### src/hdl/sparse_matrix_hash_store_macros.svh
// assertion macros for the sparse matrix hash store
// expects clk and arst_n in the scope of each use
`ifndef SPARSE_MATRIX_HASH_STORE_MACROS_SVH
`define SPARSE_MATRIX_HASH_STORE_MACROS_SVH
`ifndef SYNTH
`define SMHS_ASSERT(lbl, prop) \
	lbl: assert property (@(posedge clk) disable iff (!arst_n) prop) \
		else $error("smhs assertion failed");
`define SMHS_NEVER(lbl, expr) \
	lbl: assert property (@(posedge clk) disable iff (!arst_n) !(expr)) \
		else $error("smhs forbidden condition");
`else
`define SMHS_ASSERT(lbl, prop)
`define SMHS_NEVER(lbl, expr)
`endif
`endif

### src/hdl/smhs_ram.sv
// generic single port ram with registered read
// no dependencies
`default_nettype none
module smhs_ram #(
	parameter int WIDTH = 32,
	parameter int DEPTH = 64
) (
	input wire logic clk,
	input wire logic we,
	input wire logic [$clog2(DEPTH)-1:0] addr,
	input wire logic [WIDTH-1:0] wdata,
	output logic [WIDTH-1:0] rdata
);
	logic [WIDTH-1:0] mem [DEPTH];

	always_ff @(posedge clk) begin
		if (we) begin
			mem[addr] <= wdata;
		end
		rdata <= mem[addr];
	end
endmodule
`default_nettype wire

### config.mk
export PLATFORM = sky130hd
export DESIGN_NAME = smhs_ram
export DESIGN_NICKNAME = d
export VERILOG_FILES = /design/src/hdl/sparse_matrix_hash_store_macros.svh /design/src/hdl/smhs_ram.sv
export SDC_FILE = /design/constraint.sdc
export NUM_CORES = 2
export LEC_CHECK = 0
export ABC_CLOCK_PERIOD_IN_PS = 10600
export BUFFER_PORTS_ARGS = -buffer_cell sky130_fd_sc_hd__buf_2
export CAP_MARGIN = 10
export CORE_MARGIN = 10
export CORE_UTILIZATION = 35
export DETAILED_ROUTE_END_ITERATION = 10
export PLACE_DENSITY = 0.5
export SETUP_SLACK_MARGIN = 0.2
export SYNTH_ARGS = -nofsm -noshare
export SYNTH_HDL_FRONTEND = slang
export SYNTH_SLANG_ARGS = --single-unit
export TNS_END_PERCENT = 100
### constraint.sdc
create_clock -name clk -period 10.6 [get_ports clk]
set_input_delay 2.65 -clock clk [delete_from_list [all_inputs] [get_ports clk]]
set_output_delay 2.65 -clock clk [all_outputs]
set_load 0.05 [all_outputs]
==> flow_summary.json <==
{
  "placed_cell_area_um2": 83500,
  "yosysSeqAreaShare": 0.787,
  "layout_min_cycle_time_ns": 5.96,
  "wl_um": 232000,
  "drt_first_pass_iters": 6,
  "grt_max_degree": 122,
  "htree_levels": 4,
  "clockBufferDepth": 3,
  "die_h_um": 495,
  "critPathSlowestCell": "nor2_4",
  "yosys_warnings": 0,
  "synth-main-ff-cell": "edfxtp_1",
  "startpoint": "addr[1]",
  "num_vias": 42000,
  "fillCellCount": 20300,
  "post-place-ws_ns": 3.72,
  "crit_path_end_kind": "flip-flop",
  "grt_pass1_wl_um": 327000,
  "drt_iter0_drc": 4319,
  "grt_use_total": 0.184,
  "power_frac_clock": 0.410,
  "cts_setup_buffers": 0,
  "outcome": "finished clean",
  "fp.dieArea_um2": 245000,
  "syn_inst": 4239,
  "hold_viol_final": 0,
  "final_core_util": 0.401,
  "whs_ns": 0.639,
  "skew_ns": 0.0528,
  "yosys.area.top_type": "edfxtp_1",
  "setup_tns_ns": 0,
  "clk_pin_slew_ns": 0.06,
  "ys_seq_elements": 2080,
  "power_frac_comb": 0.055,
  "io_pins": 72,
  "cts_hold_buf": 0,
  "dp_hpwl_um": 131000,
  "final_cell_area_um2": 90000,
  "grt_pass1_vias": 41600,
  "hold_path_class": "flip-flop to flip-flop",
  "coreArea_um2": 225000,
  "vdd_drop_max_uv": 156,
  "clkLatencyLatePin_ns": 0.85,
  "syn-cell-area_um2": 78900,
  "numCtsBuffers": 209,
  "root_buffer": "clkbuf_16",
  "crit_path_start_kind": "input pin",
  "hp-start": "mem[58][2]",
  "slew_viol_final": 0,
  "tightest_slew_ns": 1.20,
  "fmax_mhz": 168,
  "yosys.area.top_type_share": 0.779,
  "seq_area_um2": 62100,
  "critPathMaxStageDelay_ns": 0.94,
  "port_buffers": 71,
  "drc_errors": 0,
  "p_sw_mw": 3.91,
  "fin_nets": 4410,
  "p_int_mw": 13.2,
  "start_util": 0.351,
  "synth.avg_cell_area_um2": 18.6,
  "p_sw_frac": 0.228,
  "synth_edf_count": 2048,
  "via_per_inst": 5.57,
  "crit_required_ns": 11.09,
  "layout-area-overhead-vs-synth_pct": 14.0,
  "cap_violations": 0,
  "layout_setup_ws_ns": 4.64,
  "final_layout_size_suffix_gt1_frac": 0.181,
  "fin_crit_sh": 0.563,
  "grt_remaining_overflow": 0,
  "cts_tree": "yes",
  "cellPowerDensity_nw_per_um2": 190,
  "multiInputGateArea_um2": 16100,
  "die_x_um": 495,
  "cts_sinks": 2080,
  "synth_async_sr_flop_share": 0,
  "path_class": "input pin to flip-flop",
  "yosys-top-cells-area": "edfxtp_1 78%, mux2i_1 3.3%, mux4_2 2.7%",
  "setup_violations": 0,
  "post_cts_resized": 0,
  "rows": 174,
  "synth_cell_types": 56,
  "seqPwrFrac": 0.535,
  "p_leak_nw": 28.4,
  "power_mw": 17.1,
  "rr_startpoint": "mem[31][17]",
  "finalNonFillerCells": 7543,
  "arrival_ns": 6.45,
  "dp.cells": 7151,
  "crit_chain": "buf_8, nor2b_4, nand3_1, nor2_4, buf_4",
  "antenna_found_initial": 15,
  "synth_nets": 4279,
  "slew_headroom": 0.196,
  "wire_per_inst_um": 30.7,
  "ant_nets": 0,
  "place_congestion": 0.820,
  "rsz0062_at_grt": "no",
  "cp_max_fo": 51
}
## power groups by stage
stage          clock network [mW]  registers (mW)  logic [mW]
4_1_cts                      7.17            9.16       0.958
5_1_grt                      7.48            9.16        1.00
3_3_place_gp                    0            9.34       0.950
6_report                     7.03            9.16       0.944
2_1_floorplan                   0            9.37       0.435
3_5_place_dp                    0            9.34       0.957
## synthesized netlist by cell type, types with 2 or more instances
cell type  instances
or4_1             15
a2111oi_0         15
o22ai_1           93
nand2_1           28
mux2i_1          259
a22o_1            66
edfxtp_1        2048
a221o_1           15
nor2_1           145
o21ai_0           84
and3b_1            2
or4b_1            14
clkbuf_1         168
a31oi_1           43
a21oi_1          121
nand4_1            3
buf_6              2
mux2_2           147
buf_12             3
o2bb2ai_1         15
buf_2             83
a222oi_1          16
and2_1             5
mux4_2            96
nand2b_1          18
nor4_1            14
buf_1             33
o311ai_0           2
a22oi_1          188
buf_4              8
nor2b_1            8
dfxtp_1           32
or3_1              4
o221ai_1           6
o22a_1            70
nor3_1            22
a211oi_1          17
nand3b_1           2
a221oi_1         175
and3_1            85
nand3_1           54
## cells by family (layout without fill, tap and decap cells)
logic type,after synthesis,after routing,synth area share
DFF,2080,2080,0.787
AOI/OAI and AO/OA,933,933,0.0866
muxes,502,502,0.0812
and+or+nand+nor,424,424,0.0281
buffers and inverters,300,606,0.0168
other,0,6,0
## worst max-delay path, delay by kind of cell
kind,cells,cell delay [ns]
buf+inv,2,0.85
simple gates,3,2.77
## registers in the layout (all words and copies together), names as in the netlist
| register | flops |
|---|---|
| rdata | 32 |
| mem | 2048 |
## layout make-up
type                       count  area share
clock inverter                94     0.00923
multi-input combinational   1859       0.178
tap                         2992      0.0416
clock buffer                 292      0.0625
timing repair buffer         218      0.0174
antenna                        6    0.000167
inverter                       2    0.000167
sequential                  2080       0.691
## path summary, 6_finish.rpt
| check | endpoint | slack [ns] | cells past startpoint |
|---|---|---|---|
| worst max-delay path | mem[22][24] | 4.64 | 5 |
| worst min-delay path | rdata[2] | 0.64 | 4 |
| worst max register to register | rdata[17] | 8.05 | 5 |
| worst min register to register | rdata[2] | 0.64 | 4 |
## cell usage in the layout (no fill, tap or decap), types with 15 or more instances in the layout
master,count
clkbuf_16,210
clkinv_2,28
a22oi_1,188
a222oi_1,16
o2bb2ai_1,15
a221o_1,15
o22a_1,70
nor3_1,19
or4_1,15
buf_4,140
nor2_1,75
nand2_1,27
nand2b_1,15
o21ai_0,84
mux2i_1,259
o22ai_1,93
a31oi_1,43
a211oi_1,17
dfxtp_1,32
a22o_1,66
nor2_4,68
a221oi_1,175
buf_2,69
clkinv_1,41
mux4_2,96
mux2_2,147
and3_1,85
clkbuf_1,76
a21oi_1,121
nand3_1,53
edfxtp_1,2048
## metal layers
metal  global-route usage  part of all wire  wire, µm  up-vias
met2                0.303              0.48    112000     1410
met4               0.0453             0.023      5410        0
met1                0.258              0.44    101000    22400
li1                     -                 -         -    17900
met3               0.0253             0.055     12700      310
met5                    0                 0         0        -
Note: power is estimated with default switching activity, not from simulation.
