<file path="config.mk">
export PLATFORM = sky130hd
export DESIGN_NAME = smhs_ctrl
export DESIGN_NICKNAME = d
export VERILOG_FILES = /design/src/hdl/smhs_pkg.sv /design/src/hdl/smhs_ctrl.sv
export VERILOG_INCLUDE_DIRS = /design/src /design/src/hdl
export SDC_FILE = /design/constraint.sdc
export NUM_CORES = 1
export LEC_CHECK = 0
export BUFFER_PORTS_ARGS = -buffer_cell sky130_fd_sc_hd__buf_2
export CAP_MARGIN = 40
export CORE_AREA = 2 2 210 212
export CTS_CLUSTER_DIAMETER = 80
export DETAILED_ROUTE_END_ITERATION = 10
export DIE_AREA = 0 0 212 214
export GPL_TIMING_DRIVEN = 0
export PLACE_DENSITY = 0.7
export SLEW_MARGIN = 40
export SYNTH_ARGS = -nofsm -noshare
export SYNTH_HDL_FRONTEND = slang
export SYNTH_SLANG_ARGS = --single-unit
export TNS_END_PERCENT = 1
</file>
<file path="constraint.sdc">
create_clock -name clk -period 4.1 [get_ports clk]
set_input_delay 0.205 -clock clk [delete_from_list [all_inputs] [get_ports clk]]
set_output_delay 0.205 -clock clk [all_outputs]
set_load 0.05 [all_outputs]
</file>
<file path="src/hdl/sparse_matrix_hash_store_macros.svh">
// assertion macros for the sparse matrix hash store
// expects clk and arst_n in the scope of each use
`ifndef SPARSE_MATRIX_HASH_STORE_MACROS_SVH
`define SPARSE_MATRIX_HASH_STORE_MACROS_SVH
`ifndef SYNTH
`define SMHS_ASSERT(lbl, prop) \
	lbl: assert property (@(posedge clk) disable iff (!arst_n) prop) \
		else $error("smhs assertion failed");
`define SMHS_NEVER(lbl, expr) \
	lbl: assert property (@(posedge clk) disable iff (!arst_n) !(expr)) \
		else $error("smhs forbidden condition");
`else
`define SMHS_ASSERT(lbl, prop)
`define SMHS_NEVER(lbl, expr)
`endif
`endif

</file>
<file path="src/hdl/smhs_pkg.sv">
// types, codes and sizes of the sparse matrix hash store
// no dependencies; slot counts are powers of two
`default_nettype none
package smhs_pkg;
	localparam int ROW_SLOTS = 64;
	localparam int COL_SLOTS = 64;
	localparam int MAX_PAIRS = 64;
	localparam int ROW_AW = $clog2(ROW_SLOTS);
	localparam int COL_AW = $clog2(COL_SLOTS);
	localparam int MEM_AW = ROW_AW + COL_AW;
	localparam int MEM_DEPTH = ROW_SLOTS * COL_SLOTS;
	localparam int CNT_W = $clog2(COL_SLOTS + 2);
	localparam int ROWS_W = $clog2(ROW_SLOTS + 1);
	localparam int ROW_LIM = (ROW_SLOTS * 3 + 3) / 4;
	localparam int BANK_LIM = COL_SLOTS / 2;
	localparam int LIM_W = 7;

	localparam logic [2:0] MODE_GET = 3'd0;
	localparam logic [2:0] MODE_SET = 3'd1;
	localparam logic [2:0] MODE_ADD = 3'd2;
	localparam logic [2:0] MODE_SUB = 3'd3;
	localparam logic [2:0] MODE_CNT = 3'd4;
	localparam logic [2:0] MODE_DUMP = 3'd5;

	localparam logic [1:0] ST_OK = 2'd0;
	localparam logic [1:0] ST_ROW_FULL = 2'd1;
	localparam logic [1:0] ST_BANK_FULL = 2'd2;
	localparam logic [1:0] ST_ABSENT = 2'd3;

	typedef struct packed {
		logic [2:0] mode;
		logic [31:0] row_key;
		logic [31:0] col_key;
		logic [31:0] operand;
		logic [6:0] pair_limit;
	} cmd_t;

	typedef struct packed {
		logic [31:0] result_value;
		logic [31:0] result_key;
		logic [6:0] entry_count;
		logic [1:0] status;
		logic last;
	} result_t;

	typedef struct packed {
		logic [31:0] key;
		logic [CNT_W-1:0] cnt;
	} row_word_t;

	typedef struct packed {
		logic [31:0] key;
		logic [31:0] val;
	} col_word_t;

	typedef struct packed {
		logic we;
		logic [ROW_AW-1:0] addr;
		row_word_t wdata;
	} row_req_t;

	typedef struct packed {
		logic we;
		logic [MEM_AW-1:0] addr;
		col_word_t wdata;
	} col_req_t;
endpackage
`default_nettype wire

</file>
<file path="src/hdl/smhs_ctrl.sv">
// probe sequencer: row and column probing, updates, dump and clearing pass
// depends on smhs_pkg and the assertion macro header
`default_nettype none
`include "sparse_matrix_hash_store_macros.svh"
module smhs_ctrl import smhs_pkg::*; (
	input wire logic clk,
	input wire logic arst_n,
	input wire logic start,
	input wire cmd_t cmd,
	output logic busy,
	output logic strobe,
	output result_t result,
	output row_req_t row_req,
	input wire row_word_t row_rdata,
	output col_req_t col_req,
	input wire col_word_t col_rdata
);
	localparam logic [3:0] S_IDLE = 4'd0;
	localparam logic [3:0] S_CLEAR = 4'd1;
	localparam logic [3:0] S_RP_RD = 4'd2;
	localparam logic [3:0] S_RP_CHK = 4'd3;
	localparam logic [3:0] S_CP_RD = 4'd4;
	localparam logic [3:0] S_CP_CHK = 4'd5;
	localparam logic [3:0] S_DP_RD = 4'd6;
	localparam logic [3:0] S_DP_CHK = 4'd7;
	localparam logic [3:0] S_FLUSH = 4'd8;

	logic [3:0] state_q;
	cmd_t cmd_q;
	logic [MEM_AW-1:0] clr_q;
	logic [ROW_SLOTS-1:0] used_q;
	logic [ROWS_W-1:0] rows_q;
	logic [ROW_AW-1:0] rpos_q, rn_q, row_q;
	logic [COL_AW-1:0] cpos_q, cn_q;
	logic [CNT_W-1:0] cnt_q;
	logic [LIM_W-1:0] lim_q, num_q;
	logic pend_v_q;
	col_word_t pend_q;
	logic strobe_q;
	result_t result_q;

	logic is_write, is_get, row_hit, slot_hit, key_match, bank_full;
	logic [31:0] base, newval;
	logic [ROW_AW-1:0] rpos_nx;
	logic [COL_AW-1:0] cpos_nx;
	logic [LIM_W-1:0] num_nx;

	function automatic result_t pack_word(input logic [31:0] val, input logic [31:0] key,
		input logic [6:0] cnt, input logic [1:0] st, input logic lst);
		return '{result_value: val, result_key: key, entry_count: cnt, status: st,
			last: lst};
	endfunction

	assign is_write = cmd_q.mode == MODE_SET || cmd_q.mode == MODE_ADD ||
		cmd_q.mode == MODE_SUB;
	assign is_get = cmd_q.mode == MODE_GET;
	assign row_hit = row_rdata.key == cmd_q.row_key;
	assign key_match = col_rdata.key == cmd_q.col_key;
	assign slot_hit = key_match || col_rdata == '0;
	assign bank_full = !key_match && cnt_q > CNT_W'(BANK_LIM);
	assign base = key_match ? col_rdata.val : 32'd0;
	assign rpos_nx = (rpos_q == ROW_AW'(ROW_SLOTS - 1)) ? '0 : rpos_q + 1'b1;
	assign cpos_nx = (cpos_q == COL_AW'(COL_SLOTS - 1)) ? '0 : cpos_q + 1'b1;
	assign num_nx = num_q + 1'b1;

	always_comb begin
		case (cmd_q.mode)
			MODE_SET: newval = cmd_q.operand;
			MODE_ADD: newval = base + cmd_q.operand;
			default: newval = base - cmd_q.operand;
		endcase
	end

	always_comb begin
		row_req = '0;
		row_req.addr = rpos_q;
		col_req = '0;
		case (state_q)
			S_CLEAR: begin
				col_req.we = 1'b1;
				col_req.addr = clr_q;
			end
			S_RP_RD: begin
				row_req.we = !used_q[rpos_q] && is_write && rows_q < ROWS_W'(ROW_LIM);
				row_req.wdata.key = cmd_q.row_key;
			end
			S_CP_RD, S_CP_CHK: begin
				col_req.addr = {row_q, cpos_q};
				if (state_q == S_CP_CHK && slot_hit && is_write && !bank_full) begin
					col_req.we = 1'b1;
					col_req.wdata.key = cmd_q.col_key;
					col_req.wdata.val = newval;
					row_req.we = !key_match;
					row_req.addr = row_q;
					row_req.wdata.key = cmd_q.row_key;
					row_req.wdata.cnt = cnt_q + 1'b1;
				end
			end
			S_DP_RD, S_DP_CHK: begin
				col_req.addr = {row_q, cpos_q};
			end
			default: begin
			end
		endcase
	end

	always_ff @(posedge clk or negedge arst_n) begin
		if (!arst_n) begin
			state_q <= S_CLEAR;
			clr_q <= '0;
			used_q <= '0;
			rows_q <= '0;
			strobe_q <= 1'b0;
			pend_v_q <= 1'b0;
		end else begin
			case (state_q)
				S_CLEAR: begin
					strobe_q <= 1'b0;
					clr_q <= clr_q + 1'b1;
					if (clr_q == MEM_AW'(MEM_DEPTH - 1)) begin
						state_q <= S_IDLE;
					end
				end
				S_IDLE: begin
					if (start) begin
						cmd_q <= cmd;
						rpos_q <= cmd.row_key[ROW_AW-1:0];
						rn_q <= '0;
						if (cmd.pair_limit == '0) begin
							lim_q <= LIM_W'(1);
						end else if (cmd.pair_limit > LIM_W'(MAX_PAIRS)) begin
							lim_q <= LIM_W'(MAX_PAIRS);
						end else begin
							lim_q <= cmd.pair_limit;
						end
						if (cmd.mode > MODE_DUMP) begin
							strobe_q <= 1'b1;
							result_q <= pack_word('0, '0, '0, ST_OK, 1'b1);
						end else begin
							strobe_q <= 1'b0;
							state_q <= S_RP_RD;
						end
					end else begin
						strobe_q <= 1'b0;
					end
				end
				S_RP_RD: begin
					if (used_q[rpos_q]) begin
						strobe_q <= 1'b0;
						state_q <= S_RP_CHK;
					end else if (!is_write || rows_q >= ROWS_W'(ROW_LIM)) begin
						strobe_q <= 1'b1;
						result_q <= pack_word('0, '0, '0,
							is_write ? ST_ROW_FULL : ST_ABSENT, 1'b1);
						state_q <= S_IDLE;
					end else begin
						strobe_q <= 1'b0;
						used_q[rpos_q] <= 1'b1;
						rows_q <= rows_q + 1'b1;
						row_q <= rpos_q;
						cnt_q <= '0;
						cpos_q <= cmd_q.col_key[COL_AW-1:0];
						cn_q <= '0;
						state_q <= S_CP_RD;
					end
				end
				S_RP_CHK: begin
					if (row_hit) begin
						row_q <= rpos_q;
						cnt_q <= row_rdata.cnt;
						cn_q <= '0;
						num_q <= '0;
						pend_v_q <= 1'b0;
						strobe_q <= cmd_q.mode == MODE_CNT;
						result_q <= pack_word('0, '0, 7'(row_rdata.cnt), ST_OK, 1'b1);
						cpos_q <= (cmd_q.mode == MODE_DUMP) ? '0 :
							cmd_q.col_key[COL_AW-1:0];
						if (cmd_q.mode == MODE_CNT) begin
							state_q <= S_IDLE;
						end else if (cmd_q.mode == MODE_DUMP) begin
							state_q <= S_DP_RD;
						end else begin
							state_q <= S_CP_RD;
						end
					end else if (rn_q == ROW_AW'(ROW_SLOTS - 1)) begin
						strobe_q <= 1'b1;
						result_q <= pack_word('0, '0, '0,
							is_write ? ST_ROW_FULL : ST_ABSENT, 1'b1);
						state_q <= S_IDLE;
					end else begin
						strobe_q <= 1'b0;
						rpos_q <= rpos_nx;
						rn_q <= rn_q + 1'b1;
						state_q <= S_RP_RD;
					end
				end
				S_CP_RD: begin
					strobe_q <= 1'b0;
					state_q <= S_CP_CHK;
				end
				S_CP_CHK: begin
					if (slot_hit || cn_q == COL_AW'(COL_SLOTS - 1)) begin
						strobe_q <= 1'b1;
						state_q <= S_IDLE;
						if (is_get) begin
							result_q <= pack_word(slot_hit ? base : 32'd0, '0, '0, ST_OK,
								1'b1);
						end else if (!slot_hit || bank_full) begin
							result_q <= pack_word('0, '0, '0, ST_BANK_FULL, 1'b1);
						end else begin
							result_q <= pack_word(newval, '0, '0, ST_OK, 1'b1);
						end
					end else begin
						strobe_q <= 1'b0;
						cpos_q <= cpos_nx;
						cn_q <= cn_q + 1'b1;
						state_q <= S_CP_RD;
					end
				end
				S_DP_RD: begin
					strobe_q <= 1'b0;
					state_q <= S_DP_CHK;
				end
				S_DP_CHK: begin
					strobe_q <= col_rdata != '0 && pend_v_q;
					result_q <= pack_word(pend_q.val, pend_q.key, '0, ST_OK, 1'b0);
					if (col_rdata != '0) begin
						pend_q <= col_rdata;
						pend_v_q <= 1'b1;
						num_q <= num_nx;
					end
					if ((col_rdata != '0 && num_nx >= lim_q) ||
						cpos_q == COL_AW'(COL_SLOTS - 1)) begin
						state_q <= S_FLUSH;
					end else begin
						cpos_q <= cpos_nx;
						state_q <= S_DP_RD;
					end
				end
				S_FLUSH: begin
					strobe_q <= 1'b1;
					if (pend_v_q) begin
						result_q <= pack_word(pend_q.val, pend_q.key, '0, ST_OK, 1'b1);
					end else begin
						result_q <= pack_word('0, '0, '0, ST_ABSENT, 1'b1);
					end
					pend_v_q <= 1'b0;
					state_q <= S_IDLE;
				end
				default: begin
					strobe_q <= 1'b0;
					state_q <= S_IDLE;
				end
			endcase
		end
	end

	assign busy = state_q != S_IDLE;
	assign strobe = strobe_q;
	assign result = result_q;

	`SMHS_NEVER(a_no_word_in_clear, strobe_q && state_q == S_CLEAR)
	`SMHS_NEVER(a_row_limit, rows_q > ROWS_W'(ROW_LIM))
	`SMHS_ASSERT(a_idle_after_last,
		$fell(busy) && $past(state_q) != S_CLEAR |-> strobe_q && result_q.last)
	`SMHS_NEVER(a_accept_mid_dump, start && !busy && strobe_q && !result_q.last)
endmodule
`default_nettype wire

</file>
==> results.cfg, run 1 <==
[cts]
clkLatencyLatePin_ns = 0.59
cts_buffer_depth = 3
cts_made_buffers = 43
cts.clk_slew.worst_paths_ns = 0.06
cts_tree = yes
htree_levels = 2
root_buffer = clkbuf_16
clock-sinks = 377

[sta]
skew_ns = 0.0272
finalWorstSetupSlack_ns = -1.02
finalSetupViolations = 86
maxSlewViolCount = 0
hold_slack_ns = 0.0146
period_share_pct = 125
timing.final.hold_violations = 0
relSlewSlack_pct = 36.2
worst_pin_slew_ns = 0.957
rsz0062_at_grt = yes
fmax_mhz = 195
period_minus_slack_ns = 5.12

[worst_setup_path]
cp-end-kind = output pin
crit_required_ns = 3.89
r2r_end = result[72]
crit_fanout = 10
r2r_cells = 20
cp-start-kind = flop
r2r_slack_ns = -0.42
worst_ep_arrival_time_ns = 4.91
reg2reg_from = cmd_q[39]
setup.worst_path.class = flop to output pin

[finish]
final_cells = 2967
ff_latch_area_um2 = 10900
drive_gt1_share_pct = 28.4
nNetsFinal = 2607
multiInputGateArea_um2 = 8540
area_growth_pct = 37.4
fill_cells = 3384

[floorplan]
core_um2 = 42900
ioPinCount = 411
fp-row-count = 76
die_x_um = 212
die_h_um = 214
fp.dieArea_um2 = 45400
start_util_pct = 44.9

[synth]
synthTopCellsByArea = edfxtp_1 (45%), dfrtp_1 (11%), xnor2_1 (5.2%)
synth_edf_count = 288
ys_warn_count = 0
ys_ff_latch = 377
syn_inst = 1683
netlist-cell-type-count = 71
syn_nets = 1945
synth_top_family_by_area = simple AND/OR/NAND/NOR gates
async_reset_ff_share_pct = 23.6
synth-xor-area-share_pct = 7.28
synth-compound-area-share_pct = 11.9
synth_adder_area_share_pct = 3.29
synthesis.area_um2 = 19200
ys_seq_area_share_pct = 56.5
synthMuxAreaShare_pct = 2.13
synth_top_flop_cell = edfxtp_1
synth_area_leader_cell = edfxtp_1
syn_avg_cell_area_um2 = 11.4
yosys.area_share.simple_pct = 16.4
synth_top_area_share_pct = 44.9

[routing]
wl_mm = 66.4
dr.pass1.iters = 6
first_iter_violations = 1803
drcViolationCount = 0
drtAntennaViolNets = 0
avgViaCountPerCell = 5.61
wl_per_cell_um = 22.4
vias = 16700

[power_and_ir_drop]
power.density_nw_per_um2 = 486
peakVddDrop_mv = 0.322
p_leak_nw = 10.9

[grt]
grt_usage_pct = 28.6
grt_pass1_vias = 16700
grt_first_pass_wirelength_mm = 98.5
grt.overflow.total = 0
grt_max_degree = 53
antenna_found_initial = 7

[place]
routabilityCongestion = 0.947
dp_hpwl_mm = 47.0
placed_cells = 2686
io_buffers = 410

[worst_hold_path]
hp-class = input pin to flop
min_to = lim_q[4]
hp-start = cmd[4]
holdPathStages = 2

[status]
outcome = finished with violations
violations = negative setup slack

[job]
maxCapViolCount = 0
[where the power goes]
part / total (mW) / internal (mW) / switching, mW
combinational: 3.74 / 1.16 / 2.58
clock: 3.99 / 2.35 / 1.63
sequential: 5.13 / 4.79 / 0.339
[worst max-delay path by stage]
stage / start / endpoint / slack (ns) / depth (start not counted)
2_1_floorplan: cmd_q[42] / col_req[30] / -0.39 / 18
3_3_place_gp: col_rdata[53] / result[58] / -2.52 / 7
3_5_place_dp: cmd_q[45] / col_req[30] / -1.46 / 19
4_1_cts: cmd_q[39] / col_req[30] / -0.92 / 20
5_1_grt: cmd_q[39] / col_req[28] / -1.13 / 20
6_report: cmd_q[39] / col_req[28] / -1.02 / 20
[worst max-delay path: stages, from the launching register on]
cell,delay (ns)
edfxtp_1,0.47
xnor2_1,0.21
nand4_1,0.20
nor4_4,0.29
buf_4,0.19
buf_8,0.14
and3_1,0.19
ha_2,0.19
inv_1,0.05
fa_2,0.36
nor2b_2,0.15
o2111ai_2,0.16
a311o_1,0.35
a21oi_2,0.22
o21ai_2,0.11
a21oi_2,0.17
nor2_1,0.07
xnor2_1,0.21
mux2i_1,0.17
nor2_1,0.22
buf_6,0.19
[through the flow]
stage                     TNS (ns)  util, %  worst slack, ns  power (mW)  area, µm²
after detailed placement    -58.20     51.9            -1.46        8.62      22300
after floorplan             -14.63        -           -0.393        7.50      19300
after global routing        -48.53     61.6            -1.13        13.3      26400
after global placement     -673.65     51.4            -2.52        8.53      22000
after CTS                   -35.41     61.1           -0.922        12.8      26200
final                       -37.30     61.6            -1.02        12.8      26400
[sequential cells by signal, summed over array words and instances, names as in the netlist, 7 cells and up]
register / cells
clr_q: 12
cmd_q: 99
cnt_q: 7
lim_q: 7
num_q: 7
pend_q: 64
result: 74
rows_q: 7
used_q: 64
[area by class of cell]
class | count | area share [%]
diodes | 5 | 0.0473
plain buffers | 73 | 1.40
clock buffers | 55 | 4.43
clock inverters | 22 | 1.04
inverters | 33 | 0.469
multi-input cells | 1193 | 32.3
flip-flops and latches | 377 | 41.1
well taps | 585 | 2.77
repair buffers | 624 | 16.4
[placed cells by master, fill, tap and decap left out, types with 10 or more instances in the layout]
master / instances
a21o_1: 19
a21oi_1: 54
a21oi_2: 13
a22o_1: 13
a22oi_1: 24
and2_1: 112
and3_1: 43
buf_2: 394
buf_4: 39
buf_6: 22
clkbuf_1: 51
clkbuf_16: 43
dfrtp_1: 88
dlygate4sd3_1: 179
edfxtp_1: 288
ha_1: 34
inv_1: 33
mux2i_1: 14
mux4_2: 10
nand2_1: 132
nand2b_1: 10
nand3_1: 38
nand4_1: 34
nor2_1: 111
nor2b_1: 26
nor3_1: 12
nor4_1: 16
o21ai_0: 60
o21ai_1: 10
o21ai_2: 10
o21bai_1: 69
xnor2_1: 106
xor2_1: 45
[cell usage after synthesis (all sizes together) (4+ instances only)]
library cell / instances
a211oi: 14
a21o: 20
a21oi: 67
a221o: 5
a22o: 13
a22oi: 24
a31oi: 7
and2: 115
and3: 48
buf: 19
clkbuf: 61
dfrtp: 88
edfxtp: 288
ha: 49
inv: 33
mux2i: 15
mux4: 10
nand2: 139
nand2b: 10
nand3: 39
nand4: 34
nand4b: 4
nor2: 122
nor2b: 29
nor3: 18
nor4: 27
o211ai: 7
o21a: 6
o21ai: 81
o21bai: 70
o31ai: 8
or2: 4
or4: 4
xnor2: 114
xor2: 46
[metal layers]
metal / part of all wire (%) / wire (µm) / vias up / GRT usage (%)
met5: 0.035 / 23 / - / 0
met2: 48 / 31700 / 1002 / 47.4
met4: 4.3 / 2840 / 4 / 13.1
li1: - / - / 7478 / -
met1: 38 / 25500 / 7999 / 36.1
met3: 9.6 / 6400 / 176 / 5.54
[logic make-up after synthesis]
logic type / count (synthesis)
AOI/OAI and AO/OA: 348
xor gates and xnor gates: 160
adders and majority gates: 50
buffers and inverters: 113
DFF: 377
muxes: 28
and+or+nand+nor: 607
[what timing repair did]
item / in CTS / in global routing
buffers inserted: 22 / 5
hold endpoints to repair: 280 / 0
hold buffers: 179 / 0
endpoints found under the setup margin: 139 / 112
resized for setup: 152 / 44
pin swaps: 38 / 15
(Power assumes the default switching activity.)
==> run 2, diff against run 1 <==
--- a/config.mk
+++ b/config.mk
@@ -9,6 +9,7 @@
 export BUFFER_PORTS_ARGS = -buffer_cell sky130_fd_sc_hd__buf_2
 export CAP_MARGIN = 40
 export CORE_AREA = 2 2 210 212
+export CTS_BUF_LIST = sky130_fd_sc_hd__clkbuf_8 sky130_fd_sc_hd__clkbuf_16
 export CTS_CLUSTER_DIAMETER = 80
 export DETAILED_ROUTE_END_ITERATION = 10
 export DIE_AREA = 0 0 212 214
==> run 2 against run 1 <==
- the flow still finishes with violations (negative setup slack)
- first-iteration DRC count shrank 7.4%
- clock power is essentially flat
- clock skew shrank 0.00055 ns
- clock-buffer cell count shrank 7
- sequential share of layout area is essentially flat
- critical path depth is the same
- sequential power is essentially flat
- combinational power is essentially flat
- flip-flop and latch count is the same
- non-clock buffer count is the same
- setup slack gained 0.046 ns
- die area is the same
- critical path type unchanged
==> results.cfg, run 2 (synthesized netlist as in run 1, its figures left out) <==
[status]
outcome = finished with violations
violations = negative setup slack

[floorplan]
ioPinCount = 411
start_util_pct = 44.9
fp.dieArea_um2 = 45400
die_x_um = 212
die_h_um = 214
core_um2 = 42900
fp-row-count = 76

[worst_setup_path]
setup.worst_path.class = flop to output pin
r2r_end = result[72]
cp-endpoint = col_req[28]
r2r_slack_ns = -0.40
crit_required_ns = 3.89
r2r_cells = 20
worstSetupStartpoint = cmd_q[39]
cp-start-kind = flop
crit_fanout = 10
worst_ep_arrival_time_ns = 4.87
cp-end-kind = output pin
reg2reg_from = cmd_q[39]

[grt]
antenna_found_initial = 7
grt_pass1_vias = 16700
grt.overflow.total = 0
grt_first_pass_wirelength_mm = 98.5
grt_usage_pct = 28.6
grt_max_degree = 53

[cts]
cts.clk_slew.worst_paths_ns = 0.06
cts_tree = yes
root_buffer = clkbuf_16
clock-sinks = 377
cts_made_buffers = 43
htree_levels = 2
clkLatencyLatePin_ns = 0.59
cts_buffer_depth = 3

[finish]
fill_cells = 3384
largest_reg_flops = 99
final_common_cell = buf_2
final_cell_mix = buf_2 (394), edfxtp_1 (288), dlygate4sd3_1 (179)
nNetsFinal = 2607
area_growth_pct = 37.3
regMostFlops = cmd_q
drive_gt1_share_pct = 28.4

[sta]
rsz0062_at_grt = yes
skew_ns = 0.0266
finalWorstSetupSlack_ns = -0.973
worst_pin_slew_ns = 0.934
period_minus_slack_ns = 5.07
finalSetupViolations = 86
timing.final.hold_violations = 0
fmax_mhz = 197
relSlewSlack_pct = 37.8
period_share_pct = 124
maxSlewViolCount = 0

[power_and_ir_drop]
comb_power_share_pct = 29.1
power.density_nw_per_um2 = 485
p_leak_nw = 11.0
p_sw_share_pct = 35.5
internal_power_mw = 8.28
pwr-share-seq_pct = 39.9
p_sw_mw = 4.55
peakVddDrop_mv = 0.323
clockPowerShare_pct = 30.9
power_mw = 12.8

[worst_hold_path]
hp-class = input pin to flop
hp-start = cmd[4]

[place]
io_buffers = 410
routabilityCongestion = 0.947
dp_hpwl_mm = 47.0
place_ws_ns = -1.46

[routing]
first_iter_violations = 1669
drtAntennaViolNets = 0
vias = 16700
avgViaCountPerCell = 5.64
dr.pass1.iters = 6
drcViolationCount = 0
wl_per_cell_um = 22.4
wl_mm = 66.5

[job]
maxCapViolCount = 0
## run 2: power groups by stage
| stage | logic, mW | clock network (mW) | registers (mW) |
|---|---|---|---|
| 3_5_place_dp | 3.44 | 0 | 5.18 |
| 2_1_floorplan | 1.83 | 0 | 5.66 |
| 4_1_cts | 3.67 | 4.01 | 5.11 |
| 3_3_place_gp | 3.30 | 0 | 5.23 |
| 5_1_grt | 3.97 | 4.18 | 5.17 |
| 6_report | 3.74 | 3.97 | 5.13 |
## run 2: cell type report
type	count	area (µm²)	area share, %
Clock inverter	29	302	1.14
Multi-Input combinational cell	1193	8540	32.3
Buffer	73	369	1.40
Timing Repair Buffer	624	4330	16.4
Inverter	33	124	0.469
Clock buffer	48	1140	4.33
Tap cell	585	732	2.77
Sequential cell	377	10900	41.1
Antenna cell	4	10.0	0.0379
## run 2: per-stage QoR
step | hold slack, ns | util, % | cells | area, µm² | setup TNS [ns]
2_1_floorplan | -0.0906 | - | 1683 | 19300 | -14.63
3_3_place_gp | 0.381 | 51.4 | 2678 | 22000 | -673.65
3_5_place_dp | 0.158 | 51.9 | 2686 | 22300 | -58.20
4_1_cts | 0.00240 | 61.1 | 2957 | 26200 | -35.42
5_1_grt | 0.0236 | 61.6 | 2965 | 26400 | -48.51
6_report | 0.0121 | 61.6 | 2966 | 26400 | -36.70
## run 2: critical path, stage by stage, from the launching register on
cell and delay [ns]:
edfxtp_1 0.47, xnor2_1 0.21, nand4_1 0.19, nor4_4 0.29, buf_4 0.19, buf_8 0.14, and3_1 0.19, ha_2 0.19
inv_1 0.05, fa_2 0.36, nor2b_2 0.15, o2111ai_2 0.16, a311o_1 0.35, a21oi_2 0.22, o21ai_2 0.11, a21oi_2 0.16
nor2_1 0.07, xnor2_1 0.19, mux2i_1 0.16, nor2_1 0.23, buf_6 0.19
## run 2: metal layers
layer / GRT usage [%] / share of wire, %
met5: 0 / 0.053
met3: 5.56 / 9.3
met1: 36.1 / 38
met2: 47.5 / 48
met4: 13.0 / 4.3
## run 2: worst min-delay path by stage
stage,endpoint,slack [ns],cells after the start
2_1_floorplan,clr_q[0],-0.09,0
3_3_place_gp,cmd_q[95],0.38,1
4_1_cts,result[70],0.002,3
5_1_grt,lim_q[4],0.02,2
3_5_place_dp,used_q[38],0.16,1
6_report,lim_q[4],0.01,2
## run 2: timing repair
item / 4_1_cts / 5_1_grt
buffers inserted: 22 / 5
gates resized for setup: 152 / 44
hold endpoints to repair: 280 / 0
pin swaps: 38 / 15
setup endpoints to repair: 139 / 111
hold buffers: 179 / 0
